<file path="config.mk">
export PLATFORM = sky130hd
export DESIGN_NAME = tsbt_seq
export DESIGN_NICKNAME = d
export VERILOG_FILES = /design/src/tsbt_pkg.sv /design/src/tsbt_seq.sv
export SDC_FILE = /design/constraint.sdc
export NUM_CORES = 1
export LEC_CHECK = 0
export BUFFER_PORTS_ARGS = -buffer_cell sky130_fd_sc_hd__buf_2
export CORE_AREA = 2 2 374 376
export DETAILED_ROUTE_END_ITERATION = 7
export DIE_AREA = 0 0 376 378
export GPL_TIMING_DRIVEN = 0
export PLACE_DENSITY = 0.33
export SLEW_MARGIN = 20
export SYNTH_ARGS = -nofsm -noshare
export SYNTH_HDL_FRONTEND = slang
export SYNTH_SLANG_ARGS = --single-unit
</file>
<file path="constraint.sdc">
create_clock -name clk -period 5.5 [get_ports clk]
set_input_delay 0.275 -clock clk [delete_from_list [all_inputs] [get_ports clk]]
set_output_delay 0.275 -clock clk [all_outputs]
set_load 0.1 [all_outputs]
</file>
<file path="src/tsbt_pkg.sv">
// Shared types, constants and helpers of the timer sleeper blacklist table.
package tsbt_pkg;

  localparam int TABLE_DEPTH = 32;
  localparam int IDX_W       = (TABLE_DEPTH > 1) ? $clog2(TABLE_DEPTH) : 1;
  localparam int SCAN_W      = $clog2(TABLE_DEPTH + 1);

  localparam int KEY_W    = 64;
  localparam int TS_W     = 64;
  localparam int CNT_W    = 32;
  localparam int GAP_W    = 32;
  localparam int PER_W    = 40;
  localparam int REM_W    = 6;
  localparam int CMD_W    = 2;
  localparam int APB_AW   = 5;
  localparam int APB_DW   = 64;

  localparam logic [TS_W-1:0] NS_PER_MS = 64'd1000000;
  localparam logic [TS_W-1:0] NS_PER_S  = 64'd1000000000;

  localparam logic [GAP_W-1:0] SHORT_GAP_RST   = NS_PER_MS[GAP_W-1:0];
  localparam logic [PER_W-1:0] RECYCLE_RST     = PER_W'(NS_PER_S << 2);
  localparam logic [PER_W-1:0] FIRE_RECENT_RST = NS_PER_S[PER_W-1:0];
  localparam logic [PER_W-1:0] IDLE_AGE_RST    = PER_W'(NS_PER_S << 1);

  localparam logic [CNT_W-1:0] CNT_MAX      = 32'h7fff_ffff;
  localparam logic [CNT_W-1:0] CNT_MIN      = 32'h8000_0000;
  localparam logic [CNT_W-1:0] CNT_POS_WRAP = 32'd100;
  localparam logic [CNT_W-1:0] CNT_NEG_WRAP = 32'hffff_ff9c;

  localparam logic [REM_W-1:0] REM_MAX = 6'd63;

  typedef enum logic [CMD_W-1:0] {
    CMD_FIRE   = 2'd0,
    CMD_EXPIRE = 2'd1,
    CMD_SWEEP  = 2'd2,
    CMD_CLEAR  = 2'd3
  } cmd_t;

  typedef enum logic [1:0] {
    REG_SHORT_GAP   = 2'd0,
    REG_RECYCLE     = 2'd1,
    REG_FIRE_RECENT = 2'd2,
    REG_IDLE_AGE    = 2'd3
  } reg_idx_t;

  typedef enum logic [4:0] {
    ST_IDLE,
    ST_SCAN,
    ST_EXP_WB,
    ST_INS,
    ST_FIRE_RD,
    ST_FIRE_CHK,
    ST_FIRE_GAP,
    ST_FIRE_WB,
    ST_SW_D1,
    ST_SW_D2,
    ST_SW_CHK,
    ST_SW_RD,
    ST_SW_EVAL,
    ST_SW_F2,
    ST_SW_F3,
    ST_SW_E2,
    ST_SW_E3,
    ST_SW_END,
    ST_CLR_END
  } state_t;

  typedef struct packed {
    logic [GAP_W-1:0] short_gap;
    logic [PER_W-1:0] recycle;
    logic [PER_W-1:0] fire_recent;
    logic [PER_W-1:0] idle_age;
  } cfg_t;

  typedef struct packed {
    logic             en;
    logic [IDX_W-1:0] addr;
  } mem_rd_t;

  typedef struct packed {
    logic             en;
    logic [IDX_W-1:0] addr;
    logic             key_en;
    logic             fire_en;
    logic             exp_en;
    logic             cnt_en;
    logic [KEY_W-1:0] key;
    logic [TS_W-1:0]  fire;
    logic [TS_W-1:0]  exp;
    logic [CNT_W-1:0] cnt;
    logic             set_vld;
    logic             clr_vld;
    logic             clr_all;
  } mem_wr_t;

  typedef struct packed {
    logic             vld;
    logic [KEY_W-1:0] key;
    logic [TS_W-1:0]  fire;
    logic [TS_W-1:0]  exp;
    logic [CNT_W-1:0] cnt;
  } mem_rsp_t;

  typedef struct packed {
    logic            en;
    logic [TS_W-1:0] a;
    logic [TS_W-1:0] b;
  } alu_req_t;

  typedef struct packed {
    logic            lt;
    logic [TS_W-1:0] diff;
  } alu_rsp_t;

  typedef struct packed {
    logic             stb;
    logic             valid_sleeper;
    logic             record_found;
    logic             table_full;
    logic [REM_W-1:0] entries_removed;
  } result_t;

  function automatic logic [REM_W-1:0] sat_removed(input logic [SCAN_W-1:0] n);
    logic [31:0] w;
    w = 32'(n);
    return (w > 32'(REM_MAX)) ? REM_MAX : w[REM_W-1:0];
  endfunction

endpackage

</file>
<file path="src/tsbt_seq.sv">
// Command sequencer: table walks, timestamp checks and result generation.
module tsbt_seq (
  input  logic                       clk,
  input  logic                       rst_n,
  input  logic                       start,
  input  logic [tsbt_pkg::CMD_W-1:0] in_cmd,
  input  logic [tsbt_pkg::KEY_W-1:0] in_timer_id,
  input  logic [tsbt_pkg::TS_W-1:0]  in_now_ts,
  input  tsbt_pkg::cfg_t             cfg,
  output logic                       busy,
  output tsbt_pkg::mem_rd_t          rd,
  output tsbt_pkg::mem_wr_t          wr,
  input  tsbt_pkg::mem_rsp_t         rsp,
  output tsbt_pkg::alu_req_t         alu_req,
  input  tsbt_pkg::alu_rsp_t         alu_rsp,
  output tsbt_pkg::result_t          res
);
  import tsbt_pkg::*;

  localparam logic [SCAN_W-1:0] SCAN_END  = SCAN_W'(TABLE_DEPTH);
  localparam logic [SCAN_W-1:0] SCAN_LAST = SCAN_W'(TABLE_DEPTH - 1);

  state_t state_r, state_nxt;
  cmd_t   cmd_r, cmd_nxt;
  logic [KEY_W-1:0]  key_r, key_nxt;
  logic [TS_W-1:0]   now_r, now_nxt;
  logic [SCAN_W-1:0] scan_r, scan_nxt;
  logic              chk_r, chk_nxt;
  logic [IDX_W-1:0]  chk_idx_r, chk_idx_nxt;
  logic              hit_r, hit_nxt;
  logic [IDX_W-1:0]  hit_idx_r, hit_idx_nxt;
  logic              free_r, free_nxt;
  logic [IDX_W-1:0]  free_idx_r, free_idx_nxt;
  logic [SCAN_W-1:0] cnt_r, cnt_nxt;
  logic              neg_r, neg_nxt;
  logic [TS_W-1:0]   exp_r, exp_nxt;
  logic [CNT_W-1:0]  mcnt_r, mcnt_nxt;
  logic [TS_W-1:0]   last_sweep_r, last_sweep_nxt;
  result_t           res_r, res_nxt;

  logic [IDX_W-1:0] scan_idx;
  logic [CNT_W-1:0] mcnt_new;
  logic             below;
  logic             fire_stale;
  logic             key_hit;

  assign busy       = (state_r != ST_IDLE);
  assign res        = res_r;
  assign scan_idx   = scan_r[IDX_W-1:0];
  assign below      = neg_r || alu_rsp.lt;
  assign fire_stale = (exp_r == '0) || alu_rsp.lt || (alu_rsp.diff == '0);
  assign key_hit    = rsp.vld && (rsp.key == key_r);

  always_comb begin
    if (alu_rsp.lt) begin
      mcnt_new = (mcnt_r == CNT_MAX) ? CNT_POS_WRAP : mcnt_r + 32'd1;
    end else begin
      mcnt_new = (mcnt_r == CNT_MIN) ? CNT_NEG_WRAP : mcnt_r - 32'd1;
    end
  end

  always_comb begin
    state_nxt = state_r;
    unique case (state_r)
      ST_IDLE: begin
        if (start) begin
          unique case (cmd_t'(in_cmd))
            CMD_SWEEP: state_nxt = ST_SW_D1;
            default:   state_nxt = ST_SCAN;
          endcase
        end
      end
      ST_SCAN: begin
        if (scan_r == SCAN_END) begin
          unique case (cmd_r)
            CMD_FIRE:   state_nxt = hit_nxt ? ST_FIRE_RD : (free_nxt ? ST_INS : ST_IDLE);
            CMD_EXPIRE: state_nxt = hit_nxt ? ST_EXP_WB : ST_IDLE;
            default:    state_nxt = ST_CLR_END;
          endcase
        end
      end
      ST_EXP_WB:   state_nxt = ST_IDLE;
      ST_INS:      state_nxt = ST_IDLE;
      ST_FIRE_RD:  state_nxt = ST_FIRE_CHK;
      ST_FIRE_CHK: state_nxt = (rsp.fire == '0) ? ST_IDLE : ST_FIRE_GAP;
      ST_FIRE_GAP: state_nxt = fire_stale ? ST_IDLE : ST_FIRE_WB;
      ST_FIRE_WB:  state_nxt = ST_IDLE;
      ST_SW_D1:    state_nxt = ST_SW_D2;
      ST_SW_D2:    state_nxt = ST_SW_CHK;
      ST_SW_CHK:   state_nxt = below ? ST_IDLE : ST_SW_RD;
      ST_SW_RD:    state_nxt = ST_SW_EVAL;
      ST_SW_EVAL: begin
        if (!rsp.vld) begin
          state_nxt = (scan_r == SCAN_LAST) ? ST_SW_END : ST_SW_RD;
        end else if (rsp.exp == '0) begin
          state_nxt = ST_SW_F2;
        end else begin
          state_nxt = ST_SW_E2;
        end
      end
      ST_SW_F2: state_nxt = ST_SW_F3;
      ST_SW_F3: begin
        if (below) begin
          state_nxt = (scan_r == SCAN_LAST) ? ST_SW_END : ST_SW_RD;
        end else begin
          state_nxt = ST_SW_E2;
        end
      end
      ST_SW_E2:   state_nxt = ST_SW_E3;
      ST_SW_E3:   state_nxt = (scan_r == SCAN_LAST) ? ST_SW_END : ST_SW_RD;
      ST_SW_END:  state_nxt = ST_IDLE;
      ST_CLR_END: state_nxt = ST_IDLE;
      default:    state_nxt = ST_IDLE;
    endcase
  end

  always_comb begin
    cmd_nxt        = cmd_r;
    key_nxt        = key_r;
    now_nxt        = now_r;
    scan_nxt       = scan_r;
    chk_nxt        = 1'b0;
    chk_idx_nxt    = chk_idx_r;
    hit_nxt        = hit_r;
    hit_idx_nxt    = hit_idx_r;
    free_nxt       = free_r;
    free_idx_nxt   = free_idx_r;
    cnt_nxt        = cnt_r;
    neg_nxt        = neg_r;
    exp_nxt        = exp_r;
    mcnt_nxt       = mcnt_r;
    last_sweep_nxt = last_sweep_r;
    res_nxt        = '0;
    rd             = '0;
    wr             = '0;
    alu_req        = '0;

    unique case (state_r)
      ST_IDLE: begin
        if (start) begin
          cmd_nxt  = cmd_t'(in_cmd);
          key_nxt  = in_timer_id;
          now_nxt  = in_now_ts;
          scan_nxt = '0;
          hit_nxt  = 1'b0;
          free_nxt = 1'b0;
          cnt_nxt  = '0;
        end
      end
      ST_SCAN: begin
        if (scan_r != SCAN_END) begin
          rd.en       = 1'b1;
          rd.addr     = scan_idx;
          scan_nxt    = scan_r + 1'b1;
          chk_nxt     = 1'b1;
          chk_idx_nxt = scan_idx;
        end
        if (chk_r) begin
          if (key_hit && !hit_r) begin
            hit_nxt     = 1'b1;
            hit_idx_nxt = chk_idx_r;
          end
          if (!rsp.vld && !free_r) begin
            free_nxt     = 1'b1;
            free_idx_nxt = chk_idx_r;
          end
          if (rsp.vld) begin
            cnt_nxt = cnt_r + 1'b1;
          end
        end
        if (scan_r == SCAN_END) begin
          if (cmd_r == CMD_FIRE && !hit_nxt && !free_nxt) begin
            res_nxt.stb        = 1'b1;
            res_nxt.table_full = 1'b1;
          end else if (cmd_r == CMD_EXPIRE && !hit_nxt) begin
            res_nxt.stb = 1'b1;
          end
        end
      end
      ST_EXP_WB: begin
        wr.en                = 1'b1;
        wr.addr              = hit_idx_r;
        wr.exp_en            = 1'b1;
        wr.exp               = now_r;
        res_nxt.stb          = 1'b1;
        res_nxt.record_found = 1'b1;
      end
      ST_INS: begin
        wr.en                 = 1'b1;
        wr.addr               = free_idx_r;
        wr.key_en             = 1'b1;
        wr.fire_en            = 1'b1;
        wr.exp_en             = 1'b1;
        wr.cnt_en             = 1'b1;
        wr.key                = key_r;
        wr.fire               = now_r;
        wr.set_vld            = 1'b1;
        res_nxt.stb           = 1'b1;
        res_nxt.valid_sleeper = 1'b1;
      end
      ST_FIRE_RD: begin
        rd.en   = 1'b1;
        rd.addr = hit_idx_r;
      end
      ST_FIRE_CHK: begin
        mcnt_nxt = rsp.cnt;
        exp_nxt  = rsp.exp;
        if (rsp.fire == '0) begin
          wr.en                 = 1'b1;
          wr.addr               = hit_idx_r;
          wr.fire_en            = 1'b1;
          wr.fire               = now_r;
          res_nxt.stb           = 1'b1;
          res_nxt.record_found  = 1'b1;
          res_nxt.valid_sleeper = 1'b1;
        end else begin
          alu_req.en = 1'b1;
          alu_req.a  = now_r;
          alu_req.b  = rsp.exp;
        end
      end
      ST_FIRE_GAP: begin
        if (fire_stale) begin
          wr.en                = 1'b1;
          wr.addr              = hit_idx_r;
          wr.fire_en           = 1'b1;
          wr.fire              = now_r;
          res_nxt.stb          = 1'b1;
          res_nxt.record_found = 1'b1;
        end else begin
          alu_req.en = 1'b1;
          alu_req.a  = alu_rsp.diff;
          alu_req.b  = TS_W'(cfg.short_gap);
        end
      end
      ST_FIRE_WB: begin
        wr.en                 = 1'b1;
        wr.addr               = hit_idx_r;
        wr.fire_en            = 1'b1;
        wr.fire               = now_r;
        wr.cnt_en             = 1'b1;
        wr.cnt                = mcnt_new;
        res_nxt.stb           = 1'b1;
        res_nxt.record_found  = 1'b1;
        res_nxt.valid_sleeper = (mcnt_new == '0) || mcnt_new[CNT_W-1];
      end
      ST_SW_D1: begin
        alu_req.en = 1'b1;
        alu_req.a  = now_r;
        alu_req.b  = last_sweep_r;
      end
      ST_SW_D2: begin
        neg_nxt    = alu_rsp.diff[TS_W-1];
        alu_req.en = 1'b1;
        alu_req.a  = alu_rsp.diff;
        alu_req.b  = TS_W'(cfg.recycle);
      end
      ST_SW_CHK: begin
        if (below) begin
          res_nxt.stb = 1'b1;
        end else begin
          scan_nxt = '0;
          cnt_nxt  = '0;
        end
      end
      ST_SW_RD: begin
        rd.en   = 1'b1;
        rd.addr = scan_idx;
      end
      ST_SW_EVAL: begin
        exp_nxt = rsp.exp;
        if (!rsp.vld) begin
          scan_nxt = scan_r + 1'b1;
        end else begin
          alu_req.en = 1'b1;
          alu_req.a  = now_r;
          alu_req.b  = (rsp.exp == '0) ? rsp.fire : rsp.exp;
        end
      end
      ST_SW_F2: begin
        neg_nxt    = alu_rsp.diff[TS_W-1];
        alu_req.en = 1'b1;
        alu_req.a  = alu_rsp.diff;
        alu_req.b  = TS_W'(cfg.fire_recent);
      end
      ST_SW_F3: begin
        if (below) begin
          scan_nxt = scan_r + 1'b1;
        end else begin
          alu_req.en = 1'b1;
          alu_req.a  = now_r;
          alu_req.b  = exp_r;
        end
      end
      ST_SW_E2: begin
        neg_nxt    = alu_rsp.diff[TS_W-1];
        alu_req.en = 1'b1;
        alu_req.a  = alu_rsp.diff;
        alu_req.b  = TS_W'(cfg.idle_age);
      end
      ST_SW_E3: begin
        if (!below) begin
          wr.clr_vld = 1'b1;
          wr.addr    = scan_idx;
          cnt_nxt    = cnt_r + 1'b1;
        end
        scan_nxt = scan_r + 1'b1;
      end
      ST_SW_END: begin
        last_sweep_nxt          = now_r;
        res_nxt.stb             = 1'b1;
        res_nxt.entries_removed = sat_removed(cnt_r);
      end
      ST_CLR_END: begin
        wr.clr_all              = 1'b1;
        res_nxt.stb             = 1'b1;
        res_nxt.entries_removed = sat_removed(cnt_r);
      end
      default: begin
        res_nxt = '0;
      end
    endcase
  end

  always_ff @(posedge clk) begin
    if (!rst_n) begin
      state_r      <= ST_IDLE;
      chk_r        <= 1'b0;
      res_r        <= '0;
      last_sweep_r <= '0;
    end else begin
      state_r      <= state_nxt;
      chk_r        <= chk_nxt;
      res_r        <= res_nxt;
      last_sweep_r <= last_sweep_nxt;
    end
  end

  always_ff @(posedge clk) begin
    cmd_r      <= cmd_nxt;
    key_r      <= key_nxt;
    now_r      <= now_nxt;
    scan_r     <= scan_nxt;
    chk_idx_r  <= chk_idx_nxt;
    hit_r      <= hit_nxt;
    hit_idx_r  <= hit_idx_nxt;
    free_r     <= free_nxt;
    free_idx_r <= free_idx_nxt;
    cnt_r      <= cnt_nxt;
    neg_r      <= neg_nxt;
    exp_r      <= exp_nxt;
    mcnt_r     <= mcnt_nxt;
  end

endmodule

</file>
==> results.ini <==
[outcome]
status=finished, violations left
violations=design-rule violations

[detailed_routing]
wl_per_cell_microns=30.6
avgViaCountPerCell=4.50
first_pass_iters=8
drt_iter0_drc=2350
final_antenna_net_count=0
vias=22800
wl_microns=155000
drc=13

[global_route]
grt_pass1_vias=22600
grt_max_degree=76
grt_usage_pct=20.6
antenna_found_initial=55
grt_pass1_wl_microns=200000
overflow=0

[yosys]
seq_area_frac_synth_pct=49.0
ys_ff_latch=336
avgSynthCellArea_sq_um=9.71
async_flop_share_pct=0
syn_area_sq_um=18900
yosysWarnings=0
synth_edf_count=254
ys_types=74
synth.net_count=2531
synth_flop_cell=edfxtp_1
syn_inst=1950

[run]
cap_violations=0

[die]
die_h_microns=378
num_rows=137
start_util_pct=13.7
coreArea_sq_um=139000
dieArea_sq_um=142000
die_w_microns=376
num_io_pins=958

[clock_network]
clockRootBuffer=clkbuf_16
cts_tree=done
clk_path_buf_depth=3
cts_buffers=47
clk_latency_ns=0.64
clk_pin_slew_ns=0.05
post_cts_buffers=0
htree_num_levels=2
cts_sinks=336

[power]
pwr-share-comb_pct=32.4
power.total_uw=10100
clock_power_share_pct=30.9
peakVddDrop_uv=209
power.density_nw_per_um2=334
power.internal_uw=5750
power_leakage_uw=0.0125
swShare_pct=43.1
seq_power_share_pct=36.7
p_sw_uw=4360

[cells_and_area]
fin_nets=3779
multi_input_area_sq_um=9040
final_cells=5063
fillCellCount=15500
drive_gt1_share_pct=34.1
fin_util_pct=21.9
seq_area_sq_um=9270
area_delta_synth_final_pct=60.0

[critical_path]
cp.arrival_ns=5.08
path_max_fanout=10
path_class=primary input to output pin
worstPathRequired_ns=5.22
worstSetupEndpointType=output pin
start_kind=primary input

[timing]
setup_viol=0
relSlewSlack_pct=17.1
slew_violations=0
tightestPinTransition_ns=1.23
finClkSkew_ns=0.0303
period_minus_slack_ns=5.36
rsz0062_at_grt=false
finalHoldViolCount=0
tns_ns=0
period_share_pct=97.4
fmax_mhz=187

[hold_path]
hp-class=primary input to flip-flop

[placement]
io_buffers=956
routabilityCongestion=0.899
dpl.cell_count=4729
dp_hpwl_microns=127000

-- final timing paths --
| kind | from | end | slack [ns] | cells past startpoint |
|---|---|---|---|---|
| worst max-delay path | rsp[72] | alu_req[45] | 0.14 | 13 |
| worst min-delay path | start | state_r[3]$_SDFFE_PN0P_ | 0.25 | 3 |
| worst max register to register | mcnt_r[20]$_DFFE_PP_ | res[8]$_SDFF_PN0_ | 0.80 | 10 |
| worst min register to register | scan_r[2]$_SDFFCE_PN0P_ | chk_idx_r[2]$_DFFE_PP_ | 0.45 | 0 |
-- through the flow --
stage | hold slack, ns | instance area, sq um | worst slack, ns
2_1_floorplan | 0.374 | 18900 | 1.05
5_1_grt | 0.252 | 30300 | 0.00424
6_report | 0.250 | 30300 | 0.141
4_1_cts | 0.165 | 30200 | 0.0191
3_3_place_gp | 0.427 | 26000 | -2.44
3_5_place_dp | 0.432 | 26400 | -0.221
-- critical path: stages --
cell and delay, ns:
dlygate4sd3_1 0.54, buf_2 0.15, nor4_1 0.72, nand4_1 0.28, nor4_2 0.31, buf_4 0.23, and3_1 0.17, clkbuf_2 0.46
clkbuf_1 0.52, buf_1 0.53, a222oi_1 0.15, nand2_1 0.21, buf_2 0.49
-- cell usage in the layout (no fill, tap or decap), types with 10 or more instances in the layout --
cell type and count:
nand2_1 262, a22o_1 77, and4_1 10, clkbuf_16 50, o211ai_1 32, a31oi_1 10, nor2b_1 76, diode_2 19
xnor2_1 60, dlygate4sd3_1 228, a221o_1 39, buf_2 961, xor2_1 30, o21ai_0 31, and3_1 78, nor4_1 84
dfxtp_1 82, buf_1 10, nor3_1 48, clkbuf_2 16, a22oi_1 44, nand3_1 27, a222oi_1 65, nand4_1 50
nor4_2 13, clkbuf_1 140, nor2_1 83, and2_1 71, edfxtp_1 254, a21oi_1 96, inv_1 36
-- state kept, by name, indices dropped and copies added, names as in the netlist, 5 cells and up --
signal        flops
hit_idx_r         5
key_r            64
state_r           5
exp_r            64
now_r            64
cnt_r             6
scan_r            6
last_sweep_r     64
res              10
chk_idx_r         5
free_idx_r        5
mcnt_r           32
-- synthesized netlist by cell type (8+ instances only) --
master	n	area [sq um]
nor3_1	51	255
inv_1	38	143
and4_1	10	87.6
clkbuf_1	145	544
xnor2_1	60	526
buf_1	12	45.0
nor4_1	97	607
o21ai_0	32	160
o211ai_1	32	240
nand3_1	27	135
a31oi_1	11	68.8
nand4_1	50	313
a221o_1	39	390
a222oi_1	65	651
a21oi_1	96	480
nand2_1	263	987
dfxtp_1	82	1640
and3_1	78	488
o22ai_1	8	50.1
xor2_1	30	263
a22oi_1	44	330
edfxtp_1	254	7630
a22o_1	77	674
and2_1	71	444
nand2b_1	9	56.3
nor2_1	84	315
nor2b_1	76	475
-- power groups by stage --
stage | Clock [uW] | Sequential, uW | Combinational (uW)
floorplan | 0 | 3430 | 2060
global placement | 0 | 3840 | 3120
detailed placement | 0 | 3770 | 3140
CTS | 3260 | 3720 | 3300
global route | 3320 | 3750 | 3420
finish | 3130 | 3710 | 3270
-- cell families after synthesis --
| group | Yosys count | share of synthesized area (%) |
|---|---|---|
| muxes | 3 | 0.231 |
| DFF | 336 | 49.0 |
| and+or+nand+nor | 851 | 23.4 |
| adders and majority gates | 6 | 0.397 |
| buffers and inverters | 201 | 4.06 |
| xor gates and xnor gates | 90 | 4.16 |
| AOI/OAI and AO/OA | 463 | 18.8 |
-- metal layers --
metal | wire length (microns) | track usage [%] | vias up
met5 | 226 | 0 | -
met3 | 12700 | 4.95 | 212
met2 | 70800 | 33.0 | 1189
li1 | - | - | 10100
met1 | 66600 | 27.5 | 11300
met4 | 4280 | 6.04 | 34
-- final cells by class --
cell class | instances | area share [%]
clock inverters | 19 | 0.553
well taps | 1807 | 7.46
multi-input cells | 1413 | 29.9
inverters | 39 | 0.508
repair buffers | 1200 | 24.1
diodes | 19 | 0.157
clock buffers | 69 | 4.56
flip-flops and latches | 336 | 30.6
plain buffers | 161 | 2.16
-- repair_timing --
item                                    4_1_cts  5_1_grt
hold buffers                                228        0
gates resized for setup                      10        5
hold endpoints to repair                    230        0
endpoints found under the setup margin      114       38
pin swaps                                     2        0
Note: power is estimated with default switching activity, not from simulation.
