### src/tsbt_pkg.sv
// Shared types, constants and helpers of the timer sleeper blacklist table.
package tsbt_pkg;

  localparam int TABLE_DEPTH = 32;
  localparam int IDX_W       = (TABLE_DEPTH > 1) ? $clog2(TABLE_DEPTH) : 1;
  localparam int SCAN_W      = $clog2(TABLE_DEPTH + 1);

  localparam int KEY_W    = 64;
  localparam int TS_W     = 64;
  localparam int CNT_W    = 32;
  localparam int GAP_W    = 32;
  localparam int PER_W    = 40;
  localparam int REM_W    = 6;
  localparam int CMD_W    = 2;
  localparam int APB_AW   = 5;
  localparam int APB_DW   = 64;

  localparam logic [TS_W-1:0] NS_PER_MS = 64'd1000000;
  localparam logic [TS_W-1:0] NS_PER_S  = 64'd1000000000;

  localparam logic [GAP_W-1:0] SHORT_GAP_RST   = NS_PER_MS[GAP_W-1:0];
  localparam logic [PER_W-1:0] RECYCLE_RST     = PER_W'(NS_PER_S << 2);
  localparam logic [PER_W-1:0] FIRE_RECENT_RST = NS_PER_S[PER_W-1:0];
  localparam logic [PER_W-1:0] IDLE_AGE_RST    = PER_W'(NS_PER_S << 1);

  localparam logic [CNT_W-1:0] CNT_MAX      = 32'h7fff_ffff;
  localparam logic [CNT_W-1:0] CNT_MIN      = 32'h8000_0000;
  localparam logic [CNT_W-1:0] CNT_POS_WRAP = 32'd100;
  localparam logic [CNT_W-1:0] CNT_NEG_WRAP = 32'hffff_ff9c;

  localparam logic [REM_W-1:0] REM_MAX = 6'd63;

  typedef enum logic [CMD_W-1:0] {
    CMD_FIRE   = 2'd0,
    CMD_EXPIRE = 2'd1,
    CMD_SWEEP  = 2'd2,
    CMD_CLEAR  = 2'd3
  } cmd_t;

  typedef enum logic [1:0] {
    REG_SHORT_GAP   = 2'd0,
    REG_RECYCLE     = 2'd1,
    REG_FIRE_RECENT = 2'd2,
    REG_IDLE_AGE    = 2'd3
  } reg_idx_t;

  typedef enum logic [4:0] {
    ST_IDLE,
    ST_SCAN,
    ST_EXP_WB,
    ST_INS,
    ST_FIRE_RD,
    ST_FIRE_CHK,
    ST_FIRE_GAP,
    ST_FIRE_WB,
    ST_SW_D1,
    ST_SW_D2,
    ST_SW_CHK,
    ST_SW_RD,
    ST_SW_EVAL,
    ST_SW_F2,
    ST_SW_F3,
    ST_SW_E2,
    ST_SW_E3,
    ST_SW_END,
    ST_CLR_END
  } state_t;

  typedef struct packed {
    logic [GAP_W-1:0] short_gap;
    logic [PER_W-1:0] recycle;
    logic [PER_W-1:0] fire_recent;
    logic [PER_W-1:0] idle_age;
  } cfg_t;

  typedef struct packed {
    logic             en;
    logic [IDX_W-1:0] addr;
  } mem_rd_t;

  typedef struct packed {
    logic             en;
    logic [IDX_W-1:0] addr;
    logic             key_en;
    logic             fire_en;
    logic             exp_en;
    logic             cnt_en;
    logic [KEY_W-1:0] key;
    logic [TS_W-1:0]  fire;
    logic [TS_W-1:0]  exp;
    logic [CNT_W-1:0] cnt;
    logic             set_vld;
    logic             clr_vld;
    logic             clr_all;
  } mem_wr_t;

  typedef struct packed {
    logic             vld;
    logic [KEY_W-1:0] key;
    logic [TS_W-1:0]  fire;
    logic [TS_W-1:0]  exp;
    logic [CNT_W-1:0] cnt;
  } mem_rsp_t;

  typedef struct packed {
    logic            en;
    logic [TS_W-1:0] a;
    logic [TS_W-1:0] b;
  } alu_req_t;

  typedef struct packed {
    logic            lt;
    logic [TS_W-1:0] diff;
  } alu_rsp_t;

  typedef struct packed {
    logic             stb;
    logic             valid_sleeper;
    logic             record_found;
    logic             table_full;
    logic [REM_W-1:0] entries_removed;
  } result_t;

  function automatic logic [REM_W-1:0] sat_removed(input logic [SCAN_W-1:0] n);
    logic [31:0] w;
    w = 32'(n);
    return (w > 32'(REM_MAX)) ? REM_MAX : w[REM_W-1:0];
  endfunction

endpackage

### src/tsbt_cfg.sv
// Configuration register file behind the APB-style port.
module tsbt_cfg (
  input  logic                        clk,
  input  logic                        rst_n,
  input  logic                        psel,
  input  logic                        penable,
  input  logic                        pwrite,
  input  logic [tsbt_pkg::APB_AW-1:0] paddr,
  input  logic [tsbt_pkg::APB_DW-1:0] pwdata,
  output logic [tsbt_pkg::APB_DW-1:0] prdata,
  output logic                        pready,
  output tsbt_pkg::cfg_t              cfg
);
  import tsbt_pkg::*;

  cfg_t     cfg_r;
  reg_idx_t idx;
  logic     wr_hit;

  assign idx    = reg_idx_t'(paddr[APB_AW-1:3]);
  assign wr_hit = psel && penable && pwrite;
  assign pready = 1'b1;
  assign cfg    = cfg_r;

  always_ff @(posedge clk) begin
    if (!rst_n) begin
      cfg_r.short_gap   <= SHORT_GAP_RST;
      cfg_r.recycle     <= RECYCLE_RST;
      cfg_r.fire_recent <= FIRE_RECENT_RST;
      cfg_r.idle_age    <= IDLE_AGE_RST;
    end else if (wr_hit) begin
      unique case (idx)
        REG_SHORT_GAP:   cfg_r.short_gap   <= pwdata[GAP_W-1:0];
        REG_RECYCLE:     cfg_r.recycle     <= pwdata[PER_W-1:0];
        REG_FIRE_RECENT: cfg_r.fire_recent <= pwdata[PER_W-1:0];
        REG_IDLE_AGE:    cfg_r.idle_age    <= pwdata[PER_W-1:0];
        default:         cfg_r             <= cfg_r;
      endcase
    end
  end

  always_comb begin
    unique case (idx)
      REG_SHORT_GAP:   prdata = APB_DW'(cfg_r.short_gap);
      REG_RECYCLE:     prdata = APB_DW'(cfg_r.recycle);
      REG_FIRE_RECENT: prdata = APB_DW'(cfg_r.fire_recent);
      REG_IDLE_AGE:    prdata = APB_DW'(cfg_r.idle_age);
      default:         prdata = '0;
    endcase
  end

endmodule

### config.mk
export PLATFORM = sky130hd
export DESIGN_NAME = tsbt_cfg
export DESIGN_NICKNAME = d
export VERILOG_FILES = /design/src/tsbt_pkg.sv /design/src/tsbt_cfg.sv
export SDC_FILE = /design/constraint.sdc
export NUM_CORES = 1
export LEC_CHECK = 0
export BUFFER_PORTS_ARGS = -buffer_cell sky130_fd_sc_hd__buf_2
export CORE_MARGIN = 2
export CORE_UTILIZATION = 43
export CTS_BUF_LIST = sky130_fd_sc_hd__clkbuf_16
export DETAILED_ROUTE_END_ITERATION = 12
export PLACE_DENSITY = 0.8
export SLEW_MARGIN = 20
export SYNTH_ARGS = -nofsm -noshare
export SYNTH_HDL_FRONTEND = slang
export SYNTH_SLANG_ARGS = --single-unit
### constraint.sdc
create_clock -name clk -period 2.2 [get_ports clk]
set_input_delay 0.66 -clock clk [delete_from_list [all_inputs] [get_ports clk]]
set_output_delay 0.66 -clock clk [all_outputs]
set_load 0.005 [all_outputs]
==> results of run 1 <==
synth_stat cells, drive strengths merged:
cell    instances
o211ai         19
inv            21
o21ai          23
mux4           32
nor2b          33
mux2i         132
nand2b          7
clkbuf         30
or2             1
conb            2
buf            49
nand2         156
o311ai          2
and2            1
nand3           8
a21oi          14
and3            1
nor2            2
dfxtp         152
nand4b          1
cell type report:
| class | count | share of cell area, % |
|---|---|---|
| flip-flops and latches | 152 | 32.7 |
| well taps | 216 | 2.90 |
| repair buffers | 281 | 19.3 |
| inverters | 21 | 0.887 |
| multi-input cells | 457 | 37.0 |
| clock buffers | 17 | 4.57 |
| clock inverters | 15 | 2.68 |
placed cells by master (no fill, tap or decap), types with 2 or more instances in the layout:
cell and instances:
sky130_fd_sc_hd__a21oi_1 14, sky130_fd_sc_hd__buf_12 16, sky130_fd_sc_hd__buf_16 2, sky130_fd_sc_hd__buf_2 234, sky130_fd_sc_hd__buf_4 23, sky130_fd_sc_hd__buf_6 3, sky130_fd_sc_hd__bufinv_16 6, sky130_fd_sc_hd__clkbuf_16 18
sky130_fd_sc_hd__clkinv_4 5, sky130_fd_sc_hd__clkinvlp_4 2, sky130_fd_sc_hd__conb_1 25, sky130_fd_sc_hd__dfxtp_1 152, sky130_fd_sc_hd__inv_1 20, sky130_fd_sc_hd__mux2i_1 132, sky130_fd_sc_hd__mux4_2 32, sky130_fd_sc_hd__nand2_1 154
sky130_fd_sc_hd__nand2_2 2, sky130_fd_sc_hd__nand2b_1 7, sky130_fd_sc_hd__nand3_1 7, sky130_fd_sc_hd__nor2b_1 32, sky130_fd_sc_hd__o211ai_1 19, sky130_fd_sc_hd__o21ai_0 19, sky130_fd_sc_hd__o21ai_1 3, sky130_fd_sc_hd__o311ai_0 2
metal layers:
layer | wire length, um | global-route usage, %
met1 | 8120 | 27.1
met2 | 9540 | 36.0
met3 | 1040 | 4.93
met4 | 320 | 7.82
met5 | 0 | 0
logic make-up (layout without fill, tap and decap cells):
| kind of cell | Yosys count | count (layout) | synth area share [%] |
|---|---|---|---|
| and+or+nand+nor | 210 | 210 | 13.4 |
| other | 2 | 25 | 0.109 |
| buffers and inverters | 100 | 334 | 7.58 |
| AOI/OAI and AO/OA | 58 | 58 | 5.02 |
| muxes | 164 | 164 | 29.7 |
| DFF | 152 | 152 | 44.2 |
power breakdown:
group | internal [mW] | switching [mW] | leakage, nW
logic | 0.281 | 0.293 | 2.95
clock network | 2.13 | 1.18 | 0.325
registers | 2.79 | 0.0318 | 1.23
total | 5.21 | 1.50 | 4.50
how the worst max path moves through the flow:
stage	startpoint	to	slack [ns]	depth (start not counted)
final	paddr[3]	prdata[0]	-0.03	4
after global routing	paddr[3]	prdata[0]	-0.06	4
after CTS	paddr[3]	prdata[16]	-0.02	4
after detailed placement	paddr[4]	prdata[37]	-0.24	5
after global placement	paddr[4]	prdata[37]	-0.18	5
after floorplan	paddr[4]	prdata[12]	0.006	3
what timing repair did:
item,4_1_cts,5_1_grt
pin swaps,0,0
gates resized for setup,17,9
gates cloned,1,1
buffers inserted,4,2
hold buffers,0,0
setup endpoints to repair,40,32
stage by stage:
| step | setup slack (ns) | util (%) | cell area, um^2 |
|---|---|---|---|
| 2_1_floorplan | 0.00618 | - | 6980 |
| 3_3_place_gp | -0.182 | 53.6 | 8450 |
| 3_5_place_dp | -0.238 | 53.6 | 8450 |
| 4_1_cts | -0.0244 | 58.6 | 9240 |
| 5_1_grt | -0.0588 | 59.0 | 9310 |
| 6_report | -0.0344 | 59.0 | 9310 |
tightest hold or removal path, stage by stage (launching register included):
cell	delay, ns
sky130_fd_sc_hd__dfxtp_1	0.32
sky130_fd_sc_hd__nand2_1	0.06
sky130_fd_sc_hd__mux2i_1	0.05
==> results.json, run 1 <==
{
  "synth_top_area_share_pct": 44.2,
  "setup_viol_count_final": 11,
  "timing.max_slew.rel_slack_pct": 63.1,
  "worst_r2r_path_depth": 3,
  "timing_hold_violations_final": 0,
  "hold-path-cell-count": 2,
  "fp.coreArea_um2": 15800,
  "power_density_nw_per_um2": 721,
  "placementRows": 46,
  "fin_nets": 1004,
  "unrepaired_setup_endpoints_after_global_routing": "true",
  "crit_required_ns": 1.54,
  "worstPathMaxFanout": 7,
  "grt_pass1_wl_mm": 28.2,
  "setup-tns-final_ns": -0.131,
  "antenna_found_initial": 0,
  "cts_inserted_buffers": 17,
  "cp.arrival_ns": 1.57,
  "setup_ws_ns": -0.0344,
  "netlist_instances": 686,
  "flop2flop_setup_slack_ns": 1.40,
  "tightestPinTransition_ns": 0.552,
  "worst_hold_launch": "cfg[14]",
  "n_antenna_cell": 0,
  "post_route_cells_drive_above_1_share_pct": 37.5,
  "power.ir.vdd_worst_mv": 0.499,
  "drv_cap": 0,
  "clock_tree.htree_level_count": 4,
  "dieWidth_um": 131,
  "cts_sinks": 152,
  "path_common_cell": "sky130_fd_sc_hd__buf_12",
  "clock_path_buffers": 2,
  "gpl.final_weighted_congestion": 0.794,
  "regToRegStartpoint": "cfg[105]",
  "ys_seq_area_share_pct": 44.2,
  "ctsRootBufferMaster": "sky130_fd_sc_hd__clkbuf_16",
  "design.portCount": 291,
  "yosysWarnings": 0,
  "synth_top_cells_by_area": "sky130_fd_sc_hd__dfxtp_1 44%, sky130_fd_sc_hd__mux2i_1 19%, sky130_fd_sc_hd__mux4_2 10%",
  "leading_area_contributor_after_synthesis": "sky130_fd_sc_hd__dfxtp_1",
  "report.power.total_mw": 6.71,
  "routed_wl_mm": 19.0,
  "post_synth_num_cell_types": 23,
  "grt_pass1_vias": 5395,
  "cp-end-kind": "output port",
  "worst_path_largest_cell_delay_ns": 0.51,
  "worst_hold_slack_ns": 0.473,
  "fmaxAchievable_mhz": 448,
  "post_layout_nonfiller_instances": 1159,
  "area.sequential_um2": 3040,
  "drt-pass1-iter-count": 4,
  "final.fill_count": 1369,
  "worst_setup_hold_path_clk_slew_ns": 0.06,
  "holdCritPathClass": "reg -> reg",
  "crit_chain": "buf_12 -> buf_12 -> mux4_2 -> buf_2",
  "min_period_over_period_pct": 102,
  "violated_checks": "negative setup slack",
  "place.port_buffers": 238,
  "grt_start_max_net_pins": 68,
  "crit_path_top_delay_cell": "sky130_fd_sc_hd__mux4_2",
  "insertion_delay_ns": 0.42,
  "die_area_um2": 17000,
  "run_status": "complete, but fails checks",
  "dp.cells": 1119,
  "finalWorstPathRequiredPeriod_ns": 2.23,
  "post_drt_wl_per_cell_um": 16.4,
  "syn2layout_area_growth_pct": 35.2,
  "remaining_drc_errors": 0,
  "gr_util_all_layers_pct": 21.4,
  "finClkSkew_ns": 0,
  "overflow": 0,
  "worst_path_dominant_cell_family": "multiplexers",
  "synth-seq-cells": 152,
  "post_synth_instance_area_um2": 6890,
  "largest_register_ffs": 152,
  "r2r-end": "cfg[105]",
  "min_delay_worst_endpoint": "cfg[14]",
  "vias_post_dr": 5864,
  "cts_tree": "done",
  "critPathLaunchType": "primary input",
  "drt_iter0_drc": 264,
  "report.final.slew_viol_count": 0,
  "chipHeight_um": 131,
  "syn_area_per_cell_um2": 10.0,
  "route.detailed.vias_per_inst": 5.06,
  "start_util_pct": 43.7,
  "detail_route_antenna_nets": 0,
  "p_leak_nw": 4.50,
  "multi_input_comb_area_um2": 3440,
  "critical_path_class": "in -> out",
  "dp_hpwl_mm": 13.3,
  "path_buf_inv": 3
}
No activity file was read; power rests on OpenSTA's default activity.
==> run 2, diff against run 1 <==
Settings changed: REMOVE_ABC_BUFFERS from default to 1.
==> run 2 against run 1 <==
- the run still ends with negative setup slack left
- setup slack got worse by 0.012 ns
- power fell by 5.0%
- critical endpoint is now prdata[25]
- critical path type unchanged
- clock skew did not move
- first-iteration DRC count fell by 8.3%
==> results.json, run 2 (same netlist as run 1, synthesis figures left out) <==
{
  "remaining_drc_errors": 0,
  "drt_iter0_drc": 242,
  "drv_cap": 0,
  "tightestPinTransition_ns": 0.520,
  "worst_r2r_path_depth": 3,
  "die_area_um2": 17000,
  "gpl.final_weighted_congestion": 0.755,
  "grt_pass1_wl_mm": 29.2,
  "critical_path_class": "in -> out",
  "dpl_cell_area_um2": 8470,
  "start_util_pct": 43.7,
  "chipHeight_um": 131,
  "violated_checks": "negative setup slack",
  "finalWorstPathRequiredPeriod_ns": 2.25,
  "placementRows": 46,
  "report.final.slew_viol_count": 0,
  "vias_post_dr": 5890,
  "hold-path-cell-count": 2,
  "critPathLaunchType": "primary input",
  "gr_util_all_layers_pct": 22.4,
  "cts_sinks": 152,
  "grt_pass1_vias": 5546,
  "design.portCount": 291,
  "drt-pass1-iter-count": 4,
  "overflow": 0,
  "post-route-util_pct": 59.2,
  "dieWidth_um": 131,
  "route.detailed.vias_per_inst": 5.07,
  "final_cell_mix": "231 x sky130_fd_sc_hd__buf_2, 156 x sky130_fd_sc_hd__nand2_1, 152 x sky130_fd_sc_hd__dfxtp_1, 130 x sky130_fd_sc_hd__mux2i_1",
  "cts_inserted_buffers": 17,
  "timing.max_slew.rel_slack_pct": 65.2,
  "cp-end-kind": "output port",
  "setup_viol_count_final": 31,
  "routed_wl_mm": 19.6,
  "worstPathMaxFanout": 6,
  "n_antenna_cell": 0,
  "crit_required_ns": 1.54,
  "fmaxAchievable_mhz": 445,
  "power.ir.vdd_worst_mv": 0.508,
  "antenna_found_initial": 0,
  "place_worst_setup_slack_ns": -0.198,
  "post_drt_wl_per_cell_um": 16.9,
  "report.power.total_mw": 6.37,
  "post_route_cells_drive_above_1_share_pct": 37.9,
  "syn2layout_area_growth_pct": 35.7,
  "grt_start_max_net_pins": 57,
  "post_layout_nonfiller_instances": 1161,
  "insertion_delay_ns": 0.41,
  "fin_nets": 1008,
  "largest_register_ffs": 152,
  "clock_tree.htree_level_count": 4,
  "power_density_nw_per_um2": 682,
  "holdCritPathClass": "reg -> reg",
  "run_status": "complete, but fails checks",
  "layout.cells.most_common": "sky130_fd_sc_hd__buf_2",
  "timing_hold_violations_final": 0,
  "min_period_over_period_pct": 102,
  "dp_hpwl_mm": 13.5,
  "finClkSkew_ns": 0,
  "p_leak_nw": 4.51,
  "detail_route_antenna_nets": 0,
  "dp.cells": 1118,
  "cts_hold_repair.buffers": 0,
  "cp.arrival_ns": 1.59,
  "cts_tree": "done",
  "fp.coreArea_um2": 15800,
  "finalInstanceArea_um2": 9340,
  "setup-tns-final_ns": -0.493,
  "ctsRootBufferMaster": "sky130_fd_sc_hd__clkbuf_16",
  "worst_setup_hold_path_clk_slew_ns": 0.06,
  "setup_ws_ns": -0.0464,
  "worst_hold_slack_ns": 0.466,
  "unrepaired_setup_endpoints_after_global_routing": "true",
  "place.port_buffers": 238,
  "clock_path_buffers": 2
}
==> run 2: cell count changes in the layout (fill, tap and decap cells not counted), sizes merged <==
| cell | before | now |
|---|---|---|
| buf | 280 | 285 |
| bufinv | 6 | 4 |
| clkbuf | 18 | 17 |
| clkinvlp | 2 | 1 |
| inv | 21 | 22 |
==> run 2: per-layer routing <==
metal  GRT usage [%]  part of all wire [%]  wire (um)
met5               0                     0          0
met1            28.0                    43       8430
met3            6.23                   6.1       1200
met4            6.88                   1.7        327
met2            37.8                    49       9670
==> run 2: power by group <==
group	internal, mW	total, mW	switching [mW]
clock	1.86	2.94	1.08
sequential	2.79	2.82	0.0305
combinational	0.299	0.607	0.309
==> run 2: final timing paths <==
check	endpoint	start	slack, ns
setup / recovery	prdata[25]	paddr[4]	-0.05
hold / removal	cfg[123]	cfg[123]	0.47
setup reg to reg	cfg[99]	cfg[99]	1.44
hold reg to reg	cfg[123]	cfg[123]	0.47
==> run 2: final cells by class <==
class                           count  area, um^2
Inverter                           21        82.6
Timing Repair Buffer              285        1890
Sequential cell                   152        3040
Clock inverter                     13         164
Clock buffer                       17         425
Fill cell                        1350        6430
Tap cell                          216         270
Multi-Input combinational cell    457        3460
==> run 2: critical path: stages <==
cell and delay, ns:
sky130_fd_sc_hd__buf_12 0.12, sky130_fd_sc_hd__buf_12 0.14, sky130_fd_sc_hd__mux4_2 0.52, sky130_fd_sc_hd__buf_6 0.14
==> run 2: what timing repair did <==
item                                    4_1_cts  5_1_grt
setup buffers                                 7        4
cloned                                        2        0
gates resized for setup                      31       15
endpoints found under the setup margin       40       40
pin swaps                                     2        6
==> run 3, diff against run 2 <==
Settings changed: CORE_ASPECT_RATIO from default to 0.75, SKIP_CTS_REPAIR_TIMING from default to 1.
==> run 3 against run 2 <==
- the flow still finishes with violations (negative setup slack)
- final cell count up 0.52%
- sequential share of layout area rose by 0.11 points
- worst hold slack improved by 0.0043 ns
- via count increased by 1.0%
- critical path depth rose by 1
- combinational power barely moved
- sequential cell count unchanged
- power is 1.3% lower
- register-to-register slack got worse by 0.04 ns
- first-iteration DRC count is 7.0% higher
==> results.json, run 3 (same netlist as run 1, synthesis figures left out) <==
{
  "run_status": "complete, but fails checks",
  "violated_checks": "negative setup slack",
  "vias_post_dr": 5951,
  "dp.cells": 1117,
  "n_antenna_cell": 0,
  "drt_iter0_drc": 259,
  "fmaxAchievable_mhz": 435,
  "power.ir.vdd_worst_mv": 0.404,
  "gpl.final_weighted_congestion": 0.820,
  "fin_nets": 1018,
  "post_route_cells_drive_above_1_share_pct": 38.0,
  "routed_wl_mm": 19.8,
  "unrepaired_setup_endpoints_after_global_routing": "true",
  "post_layout_nonfiller_instances": 1167,
  "power_density_nw_per_um2": 676,
  "regToRegStartpoint": "cfg[105]",
  "worstPathMaxFanout": 8,
  "drv_cap": 0,
  "worst_hold_launch": "cfg[127]",
  "overflow": 0,
  "hold-path-cell-count": 2,
  "final.fill_count": 1339,
  "layout.cells.most_common": "sky130_fd_sc_hd__buf_2",
  "cts_tree": "done",
  "r2r-end": "cfg[105]",
  "flop2flop_setup_slack_ns": 1.40,
  "timing_hold_violations_final": 0,
  "cp.arrival_ns": 1.64,
  "final_cell_mix": "232 x sky130_fd_sc_hd__buf_2, 156 x sky130_fd_sc_hd__nand2_1, 152 x sky130_fd_sc_hd__dfxtp_1, 132 x sky130_fd_sc_hd__mux2i_1, 36 x sky130_fd_sc_hd__buf_4",
  "clock_tree.htree_level_count": 4,
  "finClkSkew_ns": 0,
  "antenna_found_initial": 1,
  "min_delay_worst_endpoint": "cfg[127]",
  "design.portCount": 291,
  "min_period_over_period_pct": 104,
  "ctsRootBufferMaster": "sky130_fd_sc_hd__clkbuf_16",
  "report.power.total_mw": 6.29,
  "worst_setup_hold_path_clk_slew_ns": 0.06,
  "insertion_delay_ns": 0.41,
  "grt_pass1_vias": 5656,
  "drt-pass1-iter-count": 5,
  "largest_register_ffs": 152,
  "report.final.slew_viol_count": 0,
  "detail_route_antenna_nets": 0,
  "start_util_pct": 43.5,
  "grt_pass1_wl_mm": 29.7,
  "p_leak_nw": 4.52,
  "setup_viol_count_final": 38,
  "multi_input_comb_area_um2": 3430,
  "finalWorstPathRequiredPeriod_ns": 2.30,
  "critical_path_class": "in -> out",
  "grt_start_max_net_pins": 68,
  "placementRows": 40,
  "die_area_um2": 17100,
  "chipHeight_um": 114,
  "setup_ws_ns": -0.0984,
  "fp.coreArea_um2": 15800,
  "cts_inserted_buffers": 17,
  "area.sequential_um2": 3040,
  "place.port_buffers": 238,
  "cp-end-kind": "output port",
  "crit_required_ns": 1.54,
  "holdCritPathClass": "reg -> reg",
  "remaining_drc_errors": 0,
  "syn2layout_area_growth_pct": 35.2,
  "critPathLaunchType": "primary input",
  "route.detailed.vias_per_inst": 5.10,
  "dp_hpwl_mm": 13.6,
  "worst_r2r_path_depth": 3,
  "dieWidth_um": 150,
  "gr_util_all_layers_pct": 22.5,
  "clock_path_buffers": 2,
  "post_drt_wl_per_cell_um": 17.0,
  "cts_sinks": 152
}
-- run 3: cell count changes in the layout (fill, tap and decap cells not counted), moves of 3 or more --
cell / before / now
sky130_fd_sc_hd__clkbuf_16: 17 / 20
sky130_fd_sc_hd__clkinvlp_4: 1 / 5
sky130_fd_sc_hd__o21ai_1: 2 / 5
sky130_fd_sc_hd__inv_6: 0 / 3
sky130_fd_sc_hd__o21ai_0: 15 / 18
sky130_fd_sc_hd__buf_12: 20 / 15
sky130_fd_sc_hd__buf_4: 22 / 36
sky130_fd_sc_hd__o21ai_2: 6 / 0
-- run 3: critical path, stage by stage --
cell and delay, ns:
sky130_fd_sc_hd__buf_8 0.09, sky130_fd_sc_hd__buf_12 0.13, sky130_fd_sc_hd__buf_8 0.11, sky130_fd_sc_hd__mux4_2 0.51
sky130_fd_sc_hd__buf_6 0.13
-- run 3: worst max path at each step --
stage / startpoint / cells after the start / slack (ns) / to
after floorplan: paddr[3] / 3 / -0.84 / cfg[120]
after global placement: paddr[3] / 4 / -0.15 / prdata[6]
after detailed placement: paddr[3] / 4 / -0.17 / prdata[13]
after CTS: paddr[3] / 4 / -0.17 / prdata[13]
after global routing: paddr[4] / 5 / -0.13 / prdata[29]
final: paddr[4] / 5 / -0.1 / prdata[29]
-- run 3: power breakdown --
group          leakage (nW)  total, mW  internal, mW  switching (mW)
Combinational          3.01      0.606         0.301           0.305
Clock                 0.275       2.86          1.67            1.19
Sequential             1.23       2.82          2.79          0.0315
Total                  4.52       6.29          4.76            1.52
-- run 3: stage by stage --
step           cell area [um^2]  worst slack, ns  hold WS, ns  util (%)  TNS [ns]
3_5_place_dp               8460           -0.167        0.464      53.5    -11.67
3_3_place_gp               8460           -0.145        0.455      53.5    -10.27
2_1_floorplan              6530           -0.840        0.461         -    -65.17
5_1_grt                    9310           -0.125        0.491      58.9     -2.48
6_report                   9310          -0.0984        0.471      58.9     -1.36
4_1_cts                    9040           -0.174        0.472      57.1     -5.16
-- run 3: final cells by class --
class,instances,share of cell area (%)
tap,210,2.82
inverter,21,0.887
multi-input combinational,457,36.8
clock inverter,15,1.63
clock buffer,17,4.57
sequential,152,32.7
timing repair buffer,295,20.6
-- run 3: metal layers --
metal / vias up / routed length, um / part of all wire [%] / GRT usage (%)
met2: 232 / 9750 / 49 / 38.2
met5: - / 13 / 0.066 / 0
met3: 15 / 1680 / 8.5 / 7.48
li1: 2812 / - / - / -
met4: 2 / 125 / 0.63 / 5.41
met1: 2890 / 8250 / 42 / 27.7
